`config.mk`:
```
export PLATFORM = sky130hd
export DESIGN_NAME = html_tag_script_stripper
export DESIGN_NICKNAME = d
export VERILOG_FILES = /design/src/sv/hts_pkg.sv /design/src/sv/html_tag_script_stripper.sv /design/src/sv/hts_step.sv
export SDC_FILE = /design/constraint.sdc
export NUM_CORES = 1
export LEC_CHECK = 0
export ABC_AREA = 0
export BUFFER_PORTS_ARGS = -buffer_cell sky130_fd_sc_hd__buf_2
export CAP_MARGIN = 15
export CORE_ASPECT_RATIO = 0.8
export CORE_MARGIN = 3
export CORE_UTILIZATION = 60
export CTS_CLUSTER_SIZE = 14
export DETAILED_ROUTE_END_ITERATION = 8
export PLACE_DENSITY_LB_ADDON = 0.05
export RECOVER_POWER = 100
export SYNTH_ARGS = -nofsm -noshare
export SYNTH_HDL_FRONTEND = slang
export SYNTH_SLANG_ARGS = --single-unit
export TNS_END_PERCENT = 30
```
`constraint.sdc`:
```
create_clock -name clock -period 9.8 [get_ports clock]
set_input_delay 0.49 -clock clock [delete_from_list [all_inputs] [get_ports clock]]
set_output_delay 0.49 -clock clock [all_outputs]
set_load 0.02 [all_outputs]
```
`src/sv/hts_pkg.sv`:
```
// ----------------------------------------------------------------------------
// hts_pkg
// Shared types, character codes and match tables for the tag and script
// stripper.
// ----------------------------------------------------------------------------
package hts_pkg;

   typedef enum logic [1:0] {
      MODE_NORMAL = 2'd0,
      MODE_TAG    = 2'd1,
      MODE_SCRIPT = 2'd2
   } mode_type;

   // entity indexes, in priority order
   localparam logic [1:0] ENT_LT   = 2'd0;
   localparam logic [1:0] ENT_GT   = 2'd1;
   localparam logic [1:0] ENT_AMP  = 2'd2;
   localparam logic [1:0] ENT_NBSP = 2'd3;

   localparam int MAX_OUT = 8;
   localparam int COUNT_W = $clog2(MAX_OUT + 1);

   localparam logic [7:0] CH_LF  = 8'd10;
   localparam logic [7:0] CH_CR  = 8'd13;
   localparam logic [7:0] CH_LT  = 8'h3C;
   localparam logic [7:0] CH_GT  = 8'h3E;
   localparam logic [7:0] CH_AMP = 8'h26;
   localparam logic [7:0] CH_S_UP = 8'h53;
   localparam logic [7:0] CH_S_LO = 8'h73;

   typedef struct packed {
      mode_type   text_mode;
      logic [2:0] open_cnt;
      logic       upper;
      logic [3:0] close_cnt;
      logic [2:0] ent_cnt;
      logic [3:0] ent_cand;
      logic       pending_cr;
      logic       line_out;
   } state_type;

   localparam state_type STATE_RESET = '{
      text_mode:  MODE_NORMAL,
      open_cnt:   3'd0,
      upper:      1'b0,
      close_cnt:  4'd0,
      ent_cnt:    3'd0,
      ent_cand:   4'hF,
      pending_cr: 1'b0,
      line_out:   1'b0
   };

   typedef struct packed {
      logic [MAX_OUT-1:0][7:0] bytes;
      logic [COUNT_W-1:0]      count;
   } result_type;

   function automatic logic [7:0] open_pat_byte(input logic upper, input logic [2:0] idx);
      logic [7:0] b;
      case (idx)
         3'd0:    b = "<";
         3'd1:    b = upper ? "S" : "s";
         3'd2:    b = upper ? "C" : "c";
         3'd3:    b = upper ? "R" : "r";
         3'd4:    b = upper ? "I" : "i";
         3'd5:    b = upper ? "P" : "p";
         3'd6:    b = upper ? "T" : "t";
         default: b = 8'd0;
      endcase
      return b;
   endfunction

   function automatic logic [7:0] close_pat_byte(input logic upper, input logic [3:0] idx);
      logic [7:0] b;
      case (idx)
         4'd0:    b = "<";
         4'd1:    b = "/";
         4'd2:    b = upper ? "S" : "s";
         4'd3:    b = upper ? "C" : "c";
         4'd4:    b = upper ? "R" : "r";
         4'd5:    b = upper ? "I" : "i";
         4'd6:    b = upper ? "P" : "p";
         4'd7:    b = upper ? "T" : "t";
         4'd8:    b = ">";
         default: b = 8'd0;
      endcase
      return b;
   endfunction

   function automatic logic [7:0] ent_pat_byte(input logic [1:0] sel, input logic [2:0] idx);
      logic [7:0] b;
      b = 8'd0;
      case (sel)
         ENT_LT: begin
            case (idx)
               3'd0:    b = "&";
               3'd1:    b = "l";
               3'd2:    b = "t";
               3'd3:    b = ";";
               default: b = 8'd0;
            endcase
         end
         ENT_GT: begin
            case (idx)
               3'd0:    b = "&";
               3'd1:    b = "g";
               3'd2:    b = "t";
               3'd3:    b = ";";
               default: b = 8'd0;
            endcase
         end
         ENT_AMP: begin
            case (idx)
               3'd0:    b = "&";
               3'd1:    b = "a";
               3'd2:    b = "m";
               3'd3:    b = "p";
               3'd4:    b = ";";
               default: b = 8'd0;
            endcase
         end
         default: begin
            case (idx)
               3'd0:    b = "&";
               3'd1:    b = "n";
               3'd2:    b = "b";
               3'd3:    b = "s";
               3'd4:    b = "p";
               3'd5:    b = ";";
               default: b = 8'd0;
            endcase
         end
      endcase
      return b;
   endfunction

   function automatic logic [2:0] ent_len(input logic [1:0] sel);
      logic [2:0] n;
      case (sel)
         ENT_LT:  n = 3'd4;
         ENT_GT:  n = 3'd4;
         ENT_AMP: n = 3'd5;
         default: n = 3'd6;
      endcase
      return n;
   endfunction

   function automatic logic [7:0] ent_dec(input logic [1:0] sel);
      logic [7:0] b;
      case (sel)
         ENT_LT:  b = "<";
         ENT_GT:  b = ">";
         ENT_AMP: b = "&";
         default: b = " ";
      endcase
      return b;
   endfunction

endpackage

```
`src/sv/html_tag_script_stripper.sv`:
```
// ----------------------------------------------------------------------------
// html_tag_script_stripper
// Removes html tags and script sections from a byte stream and decodes the
// entities lt, gt, amp and nbsp.
// ----------------------------------------------------------------------------
// req_ carries one text byte per beat; rsp_ carries the filtered bytes, with
// rsp_tlast set on the final byte that one input byte releases. An input byte
// may release no byte at all (markup, held cr or partial entity) or up to
// seven (a flushed partial entity, a held cr and the byte itself).
// csr_ writes filter_enable; it is taken only while no input byte sits in
// the input register, and 0 passes every byte through unchanged.
// An accepted byte is registered in the input register and decoded there; its
// result beats are loaded into the result buffer, which drives rsp_.
// Throughput: one input byte per cycle while each byte releases at most one
// result; a byte with n results holds the result buffer until the last of
// them is taken, one beat per cycle, and the input stalls behind it only if
// it has results too. Bytes that release nothing never wait on the buffer.
// Reset clears the matchers, empties the buffers and sets filter_enable to 1.
// When rsp_tready is low the result buffer holds and, once the next byte
// with results is decoded, req_tready drops.
// ----------------------------------------------------------------------------
module html_tag_script_stripper (
   input  logic       clock,
   input  logic       reset,
   input  logic       req_tvalid,
   output logic       req_tready,
   input  logic [7:0] req_tdata,    // [7:0] in_char
   output logic       rsp_tvalid,
   input  logic       rsp_tready,
   output logic [7:0] rsp_tdata,    // [7:0] out_char
   output logic       rsp_tlast,
   input  logic       csr_valid,
   output logic       csr_ready,
   input  logic       csr_data
);

   logic                                  s1_valid_ff, s1_valid_in;
   logic [7:0]                            s1_char_ff, s1_char_in;
   hts_pkg::state_type                    state_ff, state_in;
   logic                                  filter_enable_ff, filter_enable_in;
   logic [hts_pkg::MAX_OUT-1:0][7:0]      buf_bytes_ff, buf_bytes_in;
   logic [hts_pkg::COUNT_W-1:0]           buf_count_ff, buf_count_in;

   hts_pkg::state_type                    step_state;
   hts_pkg::result_type                   step_res;
   logic                                  take;
   logic                                  buf_free;
   logic                                  advance;

   hts_step u_step (
      .state_cur (state_ff),
      .filter_en (filter_enable_ff),
      .char_in   (s1_char_ff),
      .state_nxt (step_state),
      .result    (step_res)
   );

   assign take     = rsp_tvalid && rsp_tready;
   assign buf_free = (buf_count_ff == '0) ||
                     (take && buf_count_ff == hts_pkg::COUNT_W'(1));
   // bytes without results only update the matchers
   assign advance  = s1_valid_ff && ((step_res.count == '0) || buf_free);

   assign req_tready = !s1_valid_ff || advance;
   assign csr_ready  = !s1_valid_ff;
   assign rsp_tvalid = (buf_count_ff != '0);
   assign rsp_tdata  = buf_bytes_ff[0];
   assign rsp_tlast  = (buf_count_ff == hts_pkg::COUNT_W'(1));

   always_comb begin
      s1_valid_in = s1_valid_ff;
      s1_char_in  = s1_char_ff;
      if (req_tready) begin
         s1_valid_in = req_tvalid;
         s1_char_in  = req_tdata;
      end
   end

   always_comb begin
      state_in = advance ? step_state : state_ff;
   end

   always_comb begin
      filter_enable_in = (csr_valid && csr_ready) ? csr_data : filter_enable_ff;
   end

   always_comb begin
      buf_bytes_in = buf_bytes_ff;
      buf_count_in = buf_count_ff;
      if (advance && step_res.count != '0) begin
         buf_bytes_in = step_res.bytes;
         buf_count_in = step_res.count;
      end else if (take) begin
         // shift the next beat into the head slot
         for (int j = 0; j < hts_pkg::MAX_OUT - 1; j++) begin
            buf_bytes_in[j] = buf_bytes_ff[j+1];
         end
         buf_bytes_in[hts_pkg::MAX_OUT-1] = 8'd0;
         buf_count_in = buf_count_ff - hts_pkg::COUNT_W'(1);
      end
   end

   always_ff @(posedge clock) begin
      if (reset) begin
         s1_valid_ff      <= 1'b0;
         state_ff         <= hts_pkg::STATE_RESET;
         filter_enable_ff <= 1'b1;
         buf_count_ff     <= '0;
      end else begin
         s1_valid_ff      <= s1_valid_in;
         state_ff         <= state_in;
         filter_enable_ff <= filter_enable_in;
         buf_count_ff     <= buf_count_in;
      end
   end

   always_ff @(posedge clock) begin
      s1_char_ff   <= s1_char_in;
      buf_bytes_ff <= buf_bytes_in;
   end

   a_count_range: assert property (@(posedge clock) disable iff (reset)
      buf_count_ff <= hts_pkg::COUNT_W'(hts_pkg::MAX_OUT))
      else $error("result buffer count out of range");

   a_bypass_one: assert property (@(posedge clock) disable iff (reset)
      s1_valid_ff && !filter_enable_ff |-> step_res.count == hts_pkg::COUNT_W'(1))
      else $error("bypass byte must give exactly one beat");

   a_load_count: assert property (@(posedge clock) disable iff (reset)
      advance && step_res.count != '0 |=> buf_count_ff == $past(step_res.count))
      else $error("result buffer not loaded with decoded beats");

   a_stall_busy: assert property (@(posedge clock) disable iff (reset)
      s1_valid_ff && step_res.count != '0 && !buf_free |-> !req_tready)
      else $error("input accepted while decoded beats cannot be buffered");

endmodule

```
`src/sv/hts_step.sv`:
```
// ----------------------------------------------------------------------------
// hts_step
// Per-byte filter update: next matcher state and the list of result bytes
// that one input byte releases.
// ----------------------------------------------------------------------------
module hts_step (
   input  hts_pkg::state_type  state_cur,
   input  logic                filter_en,
   input  logic [7:0]          char_in,
   output hts_pkg::state_type  state_nxt,
   output hts_pkg::result_type result
);

   always_comb begin
      hts_pkg::state_type st;
      logic [2:0] k;
      logic [3:0] live;
      logic [3:0] done;
      logic [1:0] sel;
      logic [1:0] done_sel;
      logic [2:0] flen_full;
      logic [2:0] flen;
      logic       flush;
      logic       tail_req;
      logic [7:0] tail;
      logic       lf_path;
      logic       cr_out;
      logic       lho_mid;
      logic       hold;
      logic       tail_push;
      logic [3:0] pos;

      st       = state_cur;
      k        = state_cur.ent_cnt;
      flush    = 1'b0;
      tail_req = 1'b0;
      tail     = char_in;
      lf_path  = 1'b0;

      // lowest live candidate names the bytes that a flush gives back
      if (state_cur.ent_cand[0])      sel = hts_pkg::ENT_LT;
      else if (state_cur.ent_cand[1]) sel = hts_pkg::ENT_GT;
      else if (state_cur.ent_cand[2]) sel = hts_pkg::ENT_AMP;
      else if (state_cur.ent_cand[3]) sel = hts_pkg::ENT_NBSP;
      else                            sel = hts_pkg::ENT_LT;
      flen_full = (k < hts_pkg::ent_len(sel)) ? k : hts_pkg::ent_len(sel);

      for (int i = 0; i < 4; i++) begin
         live[i] = state_cur.ent_cand[i] && (k < hts_pkg::ent_len(2'(i)))
                   && (hts_pkg::ent_pat_byte(2'(i), k) == char_in);
         done[i] = live[i] && (({1'b0, k} + 4'd1) == {1'b0, hts_pkg::ent_len(2'(i))});
      end
      if (done[0])      done_sel = hts_pkg::ENT_LT;
      else if (done[1]) done_sel = hts_pkg::ENT_GT;
      else if (done[2]) done_sel = hts_pkg::ENT_AMP;
      else              done_sel = hts_pkg::ENT_NBSP;

      if (char_in == hts_pkg::CH_LF) begin
         lf_path      = 1'b1;
         flush        = (k != 3'd0);
         st.open_cnt  = 3'd0;
         st.close_cnt = 4'd0;
         if (flush) begin
            st.ent_cnt  = 3'd0;
            st.ent_cand = 4'hF;
         end
      end else if (state_cur.text_mode == hts_pkg::MODE_TAG) begin
         if (char_in == hts_pkg::CH_LT) begin
            st.open_cnt = 3'd1;
         end else if (state_cur.open_cnt == 3'd1 &&
                      (char_in == hts_pkg::CH_S_LO || char_in == hts_pkg::CH_S_UP)) begin
            st.upper    = (char_in == hts_pkg::CH_S_UP);
            st.open_cnt = 3'd2;
         end else if (state_cur.open_cnt >= 3'd2 && state_cur.open_cnt <= 3'd6 &&
                      hts_pkg::open_pat_byte(state_cur.upper, state_cur.open_cnt) == char_in) begin
            if (state_cur.open_cnt == 3'd6) begin
               st.text_mode = hts_pkg::MODE_SCRIPT;
               st.open_cnt  = 3'd0;
               st.close_cnt = 4'd0;
            end else begin
               st.open_cnt = state_cur.open_cnt + 3'd1;
            end
         end else begin
            st.open_cnt = 3'd0;
            if (char_in == hts_pkg::CH_GT) st.text_mode = hts_pkg::MODE_NORMAL;
         end
      end else if (state_cur.text_mode == hts_pkg::MODE_SCRIPT) begin
         if (state_cur.close_cnt == 4'd2 &&
             (char_in == hts_pkg::CH_S_LO || char_in == hts_pkg::CH_S_UP)) begin
            st.upper     = (char_in == hts_pkg::CH_S_UP);
            st.close_cnt = 4'd3;
         end else if (state_cur.close_cnt < 4'd9 && state_cur.close_cnt != 4'd2 &&
                      hts_pkg::close_pat_byte(state_cur.upper, state_cur.close_cnt)
                      == char_in) begin
            if (state_cur.close_cnt == 4'd8) begin
               st.close_cnt = 4'd0;
               st.text_mode = hts_pkg::MODE_NORMAL;
            end else begin
               st.close_cnt = state_cur.close_cnt + 4'd1;
            end
         end else begin
            st.close_cnt = (char_in == hts_pkg::CH_LT) ? 4'd1 : 4'd0;
         end
      end else if (char_in == hts_pkg::CH_LT) begin
         // a held entity stays held across the tag
         st.text_mode = hts_pkg::MODE_TAG;
         st.open_cnt  = 3'd1;
      end else if (k != 3'd0 && done != 4'd0) begin
         st.ent_cnt  = 3'd0;
         st.ent_cand = 4'hF;
         tail_req    = 1'b1;
         tail        = hts_pkg::ent_dec(done_sel);
      end else if (k != 3'd0 && live != 4'd0) begin
         st.ent_cand = live;
         st.ent_cnt  = k + 3'd1;
      end else begin
         flush = (k != 3'd0);
         st.ent_cnt  = 3'd0;
         st.ent_cand = 4'hF;
         if (char_in == hts_pkg::CH_AMP) begin
            st.ent_cnt = 3'd1;
         end else begin
            tail_req = 1'b1;
         end
      end

      flen = flush ? flen_full : 3'd0;

      if (lf_path) begin
         cr_out        = state_cur.pending_cr && (flen != 3'd0);
         lho_mid       = 1'b0;
         hold          = 1'b0;
         tail_push     = state_cur.line_out || (flen != 3'd0);
         tail          = hts_pkg::CH_LF;
         st.pending_cr = 1'b0;
         st.line_out   = 1'b0;
      end else begin
         cr_out    = state_cur.pending_cr && ((flen != 3'd0) || tail_req);
         lho_mid   = state_cur.line_out || cr_out || (flen != 3'd0);
         // a cr that would open the line waits for the next byte
         hold      = tail_req && (tail == hts_pkg::CH_CR) && !lho_mid;
         tail_push = tail_req && !hold;
         st.pending_cr = hold || (state_cur.pending_cr && !cr_out);
         st.line_out   = lho_mid || tail_push;
      end

      for (int j = 0; j < hts_pkg::MAX_OUT; j++) begin
         pos = 4'(j) - {3'b000, cr_out};
         if (cr_out && j == 0) begin
            result.bytes[j] = hts_pkg::CH_CR;
         end else if (pos < {1'b0, flen}) begin
            result.bytes[j] = hts_pkg::ent_pat_byte(sel, pos[2:0]);
         end else if (pos == {1'b0, flen}) begin
            result.bytes[j] = tail;
         end else begin
            result.bytes[j] = 8'd0;
         end
      end
      result.count = hts_pkg::COUNT_W'({3'b000, cr_out}) + hts_pkg::COUNT_W'(flen)
                     + hts_pkg::COUNT_W'({3'b000, tail_push});
      state_nxt = st;

      // bypass: byte goes out as is and the matchers keep their state
      if (!filter_en) begin
         state_nxt    = state_cur;
         result.bytes = '0;
         result.bytes[0] = char_in;
         result.count = hts_pkg::COUNT_W'(1);
      end
   end

endmodule
```
Word level (Yosys, flattened, before mapping). Index checks and enable logic that the tools add are counted.

Register bits: 97. Bits of input ports: 14. Output and inout port bits: 12. Word-level logic and storage cells: 389.

Add/subtract/negate cells: 15. Magnitude comparators: 15. Eq/ne operators: 108. Multiplexer cells: 151. Bitwise gates (word level): 1. Reductions and logical operators: 79.

Operators with widths (number): $pmux 7 s4 (18); $pmux 7 s6 (9); $pmux 7 s5 (9); $mux 8 (31); $pmux 8 s3 (8); $mux 64 (2); $pmux 8 s9 (1); $mux 68 (1); $eq 3x3->1 const B (21); $eq 3x2->1 const B (20); $pmux 8 s7 (1); $mux 7 (6); $mux 6 (6); $eq 4x3->1 (8); $eq 7x8->1 (4); $lt 4x3->1 (8); $mux 4 (8); $logic_and 1x1->1 (31); $eq 3x1->1 const B (10); $logic_not 3->1 (10); $mux 2 (15); $eq 4x3->1 const B (7); $eq 8x6->1 const B (3); $mux 1 (21); 48 further kinds (111).

Longest topological paths before layout. Gate-level depths: netlist (run 1).

Word-level depth: 30. Depth in mapped cells: 30.

Cells and area by module. A second synthesis (run 1) with hierarchy kept.

Cell total of the unflattened synthesis: 898. Area, all modules: 8051.5 µm².

Modules (own cells, without submodules): html_tag_script_stripper (times used 1, cells an instance 281, area an instance 4141.5 µm², seq. area each 2662.6 µm²); hts_step (times used 1, cells an instance 617, area an instance 3910.0 µm², seq. area each 0.0 µm²).

Least setup slack after synthesis (run 1). No wires, ideal clock.

Kind: register -> register. Start point: register state_ff[7] (netlist name). End point: register buf_count_ff[2] (netlist name). Arrival: 7.373 ns. Setup slack: 2.299 ns. Stages on the path, launching flop included: 29. Cells stage by stage: dfxtp_1 -> buf_6 -> clkbuf_1 -> inv_1 -> ha_1 -> buf_4 -> nor2b_4 -> or3_1 -> a211o_1 -> a21o_2 -> or2_2 -> a21oi_1 -> a32oi_1 -> ha_1 -> a21oi_1 -> mux2i_2 -> nor4_4 -> and3_2 -> o22ai_1 -> fa_1 -> ha_1 -> o21ai_1 -> o2111a_1 -> a21o_1 -> a211oi_1 -> mux2_4 -> a21o_1 -> nand2b_1 -> o221a_2.

Cells in the longest elaborated chain, start to end: 30. Elaborated cells between the ends (all ways): 90. Those cells by class: add/sub: 3; order compare: 4; eq/ne: 15; mux: 31; reduce/logical: 37.

RTL lines: from (decl) (RTL line html_tag_script_stripper.sv:39) `hts_pkg::state_type state_ff, state_in;`; from (signal assigned) (RTL line html_tag_script_stripper.sv:106) `state_ff <= hts_pkg::STATE_RESET;`; from (signal assigned) (RTL line html_tag_script_stripper.sv:111) `state_ff <= state_in;`; branches (longest 23 deep; another with $eq 7x8->1); $add 4x1->4 (*) (RTL line hts_step.sv:160) `+ hts_pkg::COUNT_W'({3'b000, tail_push});`; $mux 68 (*) (RTL line hts_step.sv:164) `if (!filter_en) begin`; $logic_not 4->1 (RTL line html_tag_script_stripper.sv:62) `assign advance = s1_valid_ff && ((step_res.count == '0) || buf_free);`; $logic_or 1x1->1 (RTL line html_tag_script_stripper.sv:62); $logic_and 1x1->1 (RTL line html_tag_script_stripper.sv:62); $logic_and 1x1->1 (RTL line html_tag_script_stripper.sv:90) `if (advance && step_res.count != '0) begin`; $mux 4 / $reduce_bool 2->1 (equally long branches); to (signal assigned) (RTL line html_tag_script_stripper.sv:113) `buf_count_ff <= buf_count_in;`; to (decl) (RTL line html_tag_script_stripper.sv:42) `logic [hts_pkg::COUNT_W-1:0] buf_count_ff, buf_count_in;`.

Every way passes the cells marked *. A chain may end at the register's enable or synchronous reset.

==> metrics.yaml, run 1 <==
setup_path:
  cp-startpoint: "state_ff[7]$_SDFFE_PP0P_"
  criticalPathCategory: "reg -> reg"
  rr_startpoint: "state_ff[7]$_SDFFE_PP0P_"
  worstPathArrival_ns: 8.62
  end_kind: "flip-flop"
  critical_path.max_fanout: 21
  cp-start-kind: "flip-flop"
  required_ns: 9.91
sta:
  setup_violations: 0
  clock_skew_ns: 0.00755
  period_share_pct: 86.8
  tns_ns: 0
  fmax_mhz: 118
  layout_setup_ws_ns: 1.29
  worstMarginPinSlew_ns: 1.20
  slew_headroom_pct: 19.7
  period_needed_ns: 8.51
  hold_violations: 0
  rsz0062_at_grt: "false"
  drv_slew: 0
hold_path:
  min_path_type: "in -> reg"
  min_from: "req_tdata[4]"
clocking:
  cts.sinks: 97
  root_buffer: "clkbuf_16"
  clk_latency_ns: 0.35
  path_clk_slew_ns: 0.08
  postCtsHoldBufs: 0
  cts_buffer_depth: 2
  htree_levels: 3
  cts_setup_buffers: 0
  cts_tree: "done"
  cts_resized: 0
  cts-buffers-inserted: 9
synthesis:
  async_reset_ff_share_pct: 0
  synth_area_leaders: "edfxtp_1 (30%), dfxtp_1 (7.0%), ha_1 (4.2%)"
  synthTopCellsByCount: "nand2_1 (79), edfxtp_1 (72), o21ai_0 (57)"
  synth_area_per_cell_um2: 8.93
  synth.most_common_cell: "nand2_1"
  synth_area_um2: 7190
  syn_inst: 805
  ys.flop_type: "edfxtp_1"
  yosysTopAreaCellShare_pct: 30.1
  yosysTopAreaCell: "edfxtp_1"
  syn_nets: 844
  synth_seq_cells: 97
  yosysSeqAreaShare_pct: 37.0
  synth.distinct_cells: 100
  yosys_warnings: 0
  synth-edff-count: 72
routing:
  via_count: 6478
  dr_wl_met3_um: 2190
  top_layer_used: "met4"
  initialDrtViolationCount: 949
  wl_met2_um: 8620
  wl_per_cell_um: 21.9
  totalWireLength_um: 20600
  drt_first_pass_iters: 5
  drcViolationCount: 0
  viasPerCell: 6.89
  met1_length_um: 9350
  ant_nets: 0
status:
  status: "completed"
floorplanning:
  die_y_um: 104
  die_area_um2: 13300
  num_rows: 35
  ios: 26
  die_w_um: 128
  core-area_um2: 11600
  start_util_pct: 62.0
power:
  p_per_area_nw_per_um2: 242
  ir_worst_vdd_mv: 0.346
  p_leak_nw: 2.63
global_route:
  grt_max_degree: 65
  track_usage_pct: 30.3
  overflow: 0
  antenna_found_initial: 0
  grt_pass1_vias: 5867
  grt_pass1_wl_um: 32000
placement:
  dp_hpwl_um: 14600
  dp_cells: 924
  port_buffers: 25
  gp_congestion: 0.989
  pre_cts_slack_ns: 2.11
final_layout:
  area_growth_syn_to_layout_pct: 3.57
  diodes: 0
  drive_above_1_share_pct: 9.72
  finish.utilization_pct: 64.2
  final_cell_count_no_fill: 940
  final.fill_count: 957
  nets: 826
job:
  cap_violations: 0
==> critical path, stage by stage (launching register included) <==
cell	delay [ns]
dfxtp_1	0.80
inv_1	0.24
ha_1	0.40
nor2b_1	0.24
or3_1	0.34
a211o_1	0.34
a21o_2	0.23
o211ai_1	0.94
o21ai_0	0.47
o31a_4	0.51
inv_4	0.25
and3_2	0.23
o22ai_1	0.08
fa_1	0.43
ha_1	0.27
o21ai_0	0.13
nor2_1	0.07
nor4b_1	0.33
nor3_1	0.10
mux2_1	0.42
a21oi_1	0.94
o32ai_1	0.22
a31o_1	0.24
==> cells by family (layout without fill, tap and decap cells) <==
kind of cell               count (synthesis)  count (layout)  synth area share (%)
AOI/OAI and AO/OA                        270             270                  26.5
xor gates and xnor gates                  19              19                  2.31
adders and majority gates                 25              25                  4.45
buffers and inverters                     96              83                  6.63
DFF                                       97              97                  37.0
muxes                                     14              14                  2.07
and+or+nand+nor                          284             284                  21.0
==> where the power goes <==
part | internal, mW | leakage (nW) | switching [mW]
Clock | 0.185 | 0.147 | 0.172
Sequential | 0.700 | 0.910 | 0.103
Combinational | 0.213 | 1.58 | 0.431
Total | 1.10 | 2.63 | 0.706
==> state kept, by name (all words and copies together), names as in the netlist <==
signal            flops
rsp_tdata             8
s1_char_ff            8
state_ff             19
buf_count_ff          4
filter_enable_ff      1
s1_valid_ff           1
buf_bytes_ff         56
==> final cells by class <==
type | instances | area, um^2 | area share (%)
well taps | 148 | 185 | 2.49
repair buffers | 30 | 146 | 1.97
multi-input cells | 612 | 4020 | 53.9
inverters | 37 | 141 | 1.90
clock buffers | 10 | 239 | 3.21
flip-flops and latches | 97 | 2660 | 35.8
clock inverters | 6 | 57.6 | 0.773
==> worst paths after layout <==
check | slack (ns) | cells after the start | to
setup / recovery | 1.29 | 22 | buf_bytes_ff[27]$_DFFE_PP_
hold / removal | 0.31 | 1 | s1_char_ff[4]$_DFFE_PP_
setup reg to reg | 1.29 | 22 | buf_bytes_ff[27]$_DFFE_PP_
hold reg to reg | 0.49 | 2 | state_ff[18]$_SDFFE_PP0P_
==> stage by stage <==
step                      total power [mW]  hold slack (ns)  area [um^2]
after detailed placement              1.46            0.481         7210
after global placement                1.44            0.463         7210
final                                 1.81            0.309         7450
after floorplan                       1.31            0.451         7190
after CTS                             1.81            0.305         7500
after global routing                  1.91            0.311         7450
==> placed cells by master (no fill, tap or decap), types with 15 or more instances in the layout <==
| master | count |
|---|---|
| nand2_1 | 79 |
| edfxtp_1 | 72 |
| o21ai_0 | 70 |
| nor2_1 | 48 |
| a21oi_1 | 44 |
| inv_1 | 34 |
| nor3_1 | 33 |
| dfxtp_1 | 25 |
| ha_1 | 24 |
| nand3_1 | 22 |
| o211ai_1 | 21 |
| nand2b_1 | 15 |
==> layer usage <==
layer	vias up	global-route usage, %
li1	2992	-
met1	3071	47.5
met2	371	42.1
met3	44	6.42
met4	0	8.18
met5	-	0
Note: power is estimated with default switching activity, not from simulation.
==> run 2, diff against run 1 <==
--- a/config.mk
+++ b/config.mk
@@ -11,3 +11,3 @@
 export CORE_ASPECT_RATIO = 0.8
-export CORE_MARGIN = 3
+export CORE_MARGIN = 5
 export CORE_UTILIZATION = 60
--- a/constraint.sdc
+++ b/constraint.sdc
@@ -3,2 +3,2 @@
 set_output_delay 0.49 -clock clock [all_outputs]
-set_load 0.02 [all_outputs]
+set_load 0.01 [all_outputs]
==> run 2 against run 1 <==
Critical path depth down 2. Sequential cell count unchanged. Maximum frequency down 2.7%. The flow now finishes with violations (max-capacitance violations, max-slew violations). Cell count up 0.11%. Worst hold slack better by 0.0035 ns. First-iteration DRC count up 26%. Routed wire length up 1.2%. Utilization up 0.054 points. Final area about the same.
==> metrics.yaml, run 2 (synthesis results as in run 1) <==
status:
  status: "finished with violations"
  violations: "max-capacitance violations, max-slew violations"
floorplanning:
  core-area_um2: 11600  # unchanged
  die_y_um: 108  # +3.8%
  ios: 26  # unchanged
  die_w_um: 132  # +3.1%
  num_rows: 35  # unchanged
  die_area_um2: 14300  # +7.1%
  start_util_pct: 62.0  # unchanged
routing:
  totalWireLength_um: 20900  # +1.2%
  wl_per_cell_um: 22.2  # +1.1%
  drcViolationCount: 0  # unchanged
  via_count: 6494  # +0.25%
  initialDrtViolationCount: 1199  # +26%
  drt_first_pass_iters: 5  # unchanged
  viasPerCell: 6.90  # +0.14%
  ant_nets: 0  # unchanged
setup_path:
  critPathBufInv: 3  # +1
  cp-start-kind: "flip-flop"
  critical_path.max_fanout: 59  # +180%
  crit_family: "compound AO/OA/AOI/OAI gates"
  cp_cell_sequence: "inv_1, ha_1, nor2b_1, or3_1, a211o_1, a21o_2, o211ai_2, o21ai_0, o31a_1, inv_4, and3_2, o22ai_1, fa_1, ha_1, or2_2, a211oi_1, mux2_4, a21o_2, nand2b_2, buf_4"
  r2r_slack_ns: 1.06  # -0.23 ns
  slowest_stage: "a21o_2"
  criticalPathCategory: "reg -> reg"
  worstPathArrival_ns: 8.82  # +0.20 ns
  cp_slowest_stage_delay_ns: 0.85  # -0.09 ns
  end_kind: "flip-flop"
  required_ns: 9.88  # -0.03 ns
sta:
  period_needed_ns: 8.74  # +0.232 ns
  fmax_mhz: 114  # -2.7%
  worst_hold_slack_ns: 0.312  # +0.00350 ns
  hold_violations: 0  # unchanged
  setup_violations: 0  # unchanged
  tns_ns: 0  # unchanged
  worstMarginPinSlew_ns: 2.00  # +0.805 ns
  rsz0062_at_grt: "false"
  slew_headroom_pct: -34.4  # -54 points
  drv_slew: 15  # +15
  period_share_pct: 89.2  # +2.4 points
  clock_skew_ns: 0.0105  # +0.00294 ns
power:
  p_per_area_nw_per_um2: 241  # -0.70%
  p_leak_nw: 2.65  # +0.49%
  ir_worst_vdd_mv: 0.295  # -15%
clocking:
  postCtsHoldBufs: 0  # unchanged
  cts_setup_buffers: 0  # unchanged
  path_clk_slew_ns: 0.08  # about the same
  cts_tree: "done"
  cts_resized: 0  # unchanged
  cts-buffers-inserted: 9  # unchanged
  clk_latency_ns: 0.35  # about the same
  root_buffer: "clkbuf_16"
  htree_levels: 3  # unchanged
  cts.sinks: 97  # unchanged
  cts_buffer_depth: 2  # unchanged
final_layout:
  top_regs: "buf_bytes_ff x56, state_ff x19"
  final_cell_count_no_fill: 941  # +0.11%
  final_cell_mix: "nand2_1 (79), edfxtp_1 (72), o21ai_0 (68)"
  diodes: 0  # unchanged
  largest_register: "buf_bytes_ff"
  area_growth_syn_to_layout_pct: 3.65  # about the same
  layout_commonest_cell: "nand2_1"
  final.fill_count: 1000  # +4.5%
  largest_register_ffs: 56  # unchanged
  drive_above_1_share_pct: 9.71  # -0.012 points
  nets: 827  # +0.12%
placement:
  dp_cells: 924  # unchanged
  dp_hpwl_um: 14800  # +1.9%
  port_buffers: 25  # unchanged
  gp_congestion: 0.985  # -0.41%
hold_path:
  min_path_type: "in -> reg"
global_route:
  grt_pass1_vias: 6016  # +2.5%
  antenna_found_initial: 0  # unchanged
  grt_pass1_wl_um: 32800  # +2.5%
  overflow: 0  # unchanged
  grt_max_degree: 60  # -7.7%
  track_usage_pct: 28.6  # -1.7 points
job:
  cap_violations: 1  # +1
run 2: layer usage:
layer / track usage, % / up-vias / part of all wire (%)
met5: 0 / - / 0
met4: 9.30 / 0 / 2.4
met3: 6.03 / 44 / 12
met2: 41.3 / 388 / 42
met1: 42.7 / 3081 / 43
li1: - / 2981 / -
run 2: metrics by stage:
stage	cell area (um^2)	power (mW)	utilization [%]	setup WS (ns)
2_1_floorplan	7190	1.29	-	2.30
3_3_place_gp	7210	1.42	62.1	1.82
3_5_place_dp	7210	1.45	62.1	1.52
4_1_cts	7500	1.80	64.7	1.48
5_1_grt	7450	1.89	64.2	0.505
6_report	7450	1.79	64.2	1.06
run 2: path summary, 6_finish.rpt:
path | start | to | cells past startpoint
hold reg to reg | state_ff[17]$_SDFFE_PP0P_ | state_ff[17]$_SDFFE_PP0P_ | 2
hold / removal | req_tdata[2] | s1_char_ff[2]$_DFFE_PP_ | 1
setup reg to reg | state_ff[7]$_SDFFE_PP0P_ | buf_bytes_ff[37]$_DFFE_PP_ | 20
setup / recovery | state_ff[7]$_SDFFE_PP0P_ | buf_bytes_ff[37]$_DFFE_PP_ | 20
run 2: area by class of cell:
type / instances / area, um^2 / area share (%)
Clock buffer: 10 / 239 / 3.21
Clock inverter: 6 / 57.6 / 0.772
Inverter: 37 / 141 / 1.90
Multi-Input combinational cell: 612 / 4020 / 53.9
Sequential cell: 97 / 2660 / 35.7
Tap cell: 148 / 185 / 2.48
Timing Repair Buffer: 31 / 150 / 2.01
run 2: where the power goes:
| group | internal (mW) | switching, mW |
|---|---|---|
| Combinational | 0.216 | 0.418 |
| Sequential | 0.699 | 0.104 |
| Clock | 0.185 | 0.171 |
| Total | 1.10 | 0.693 |
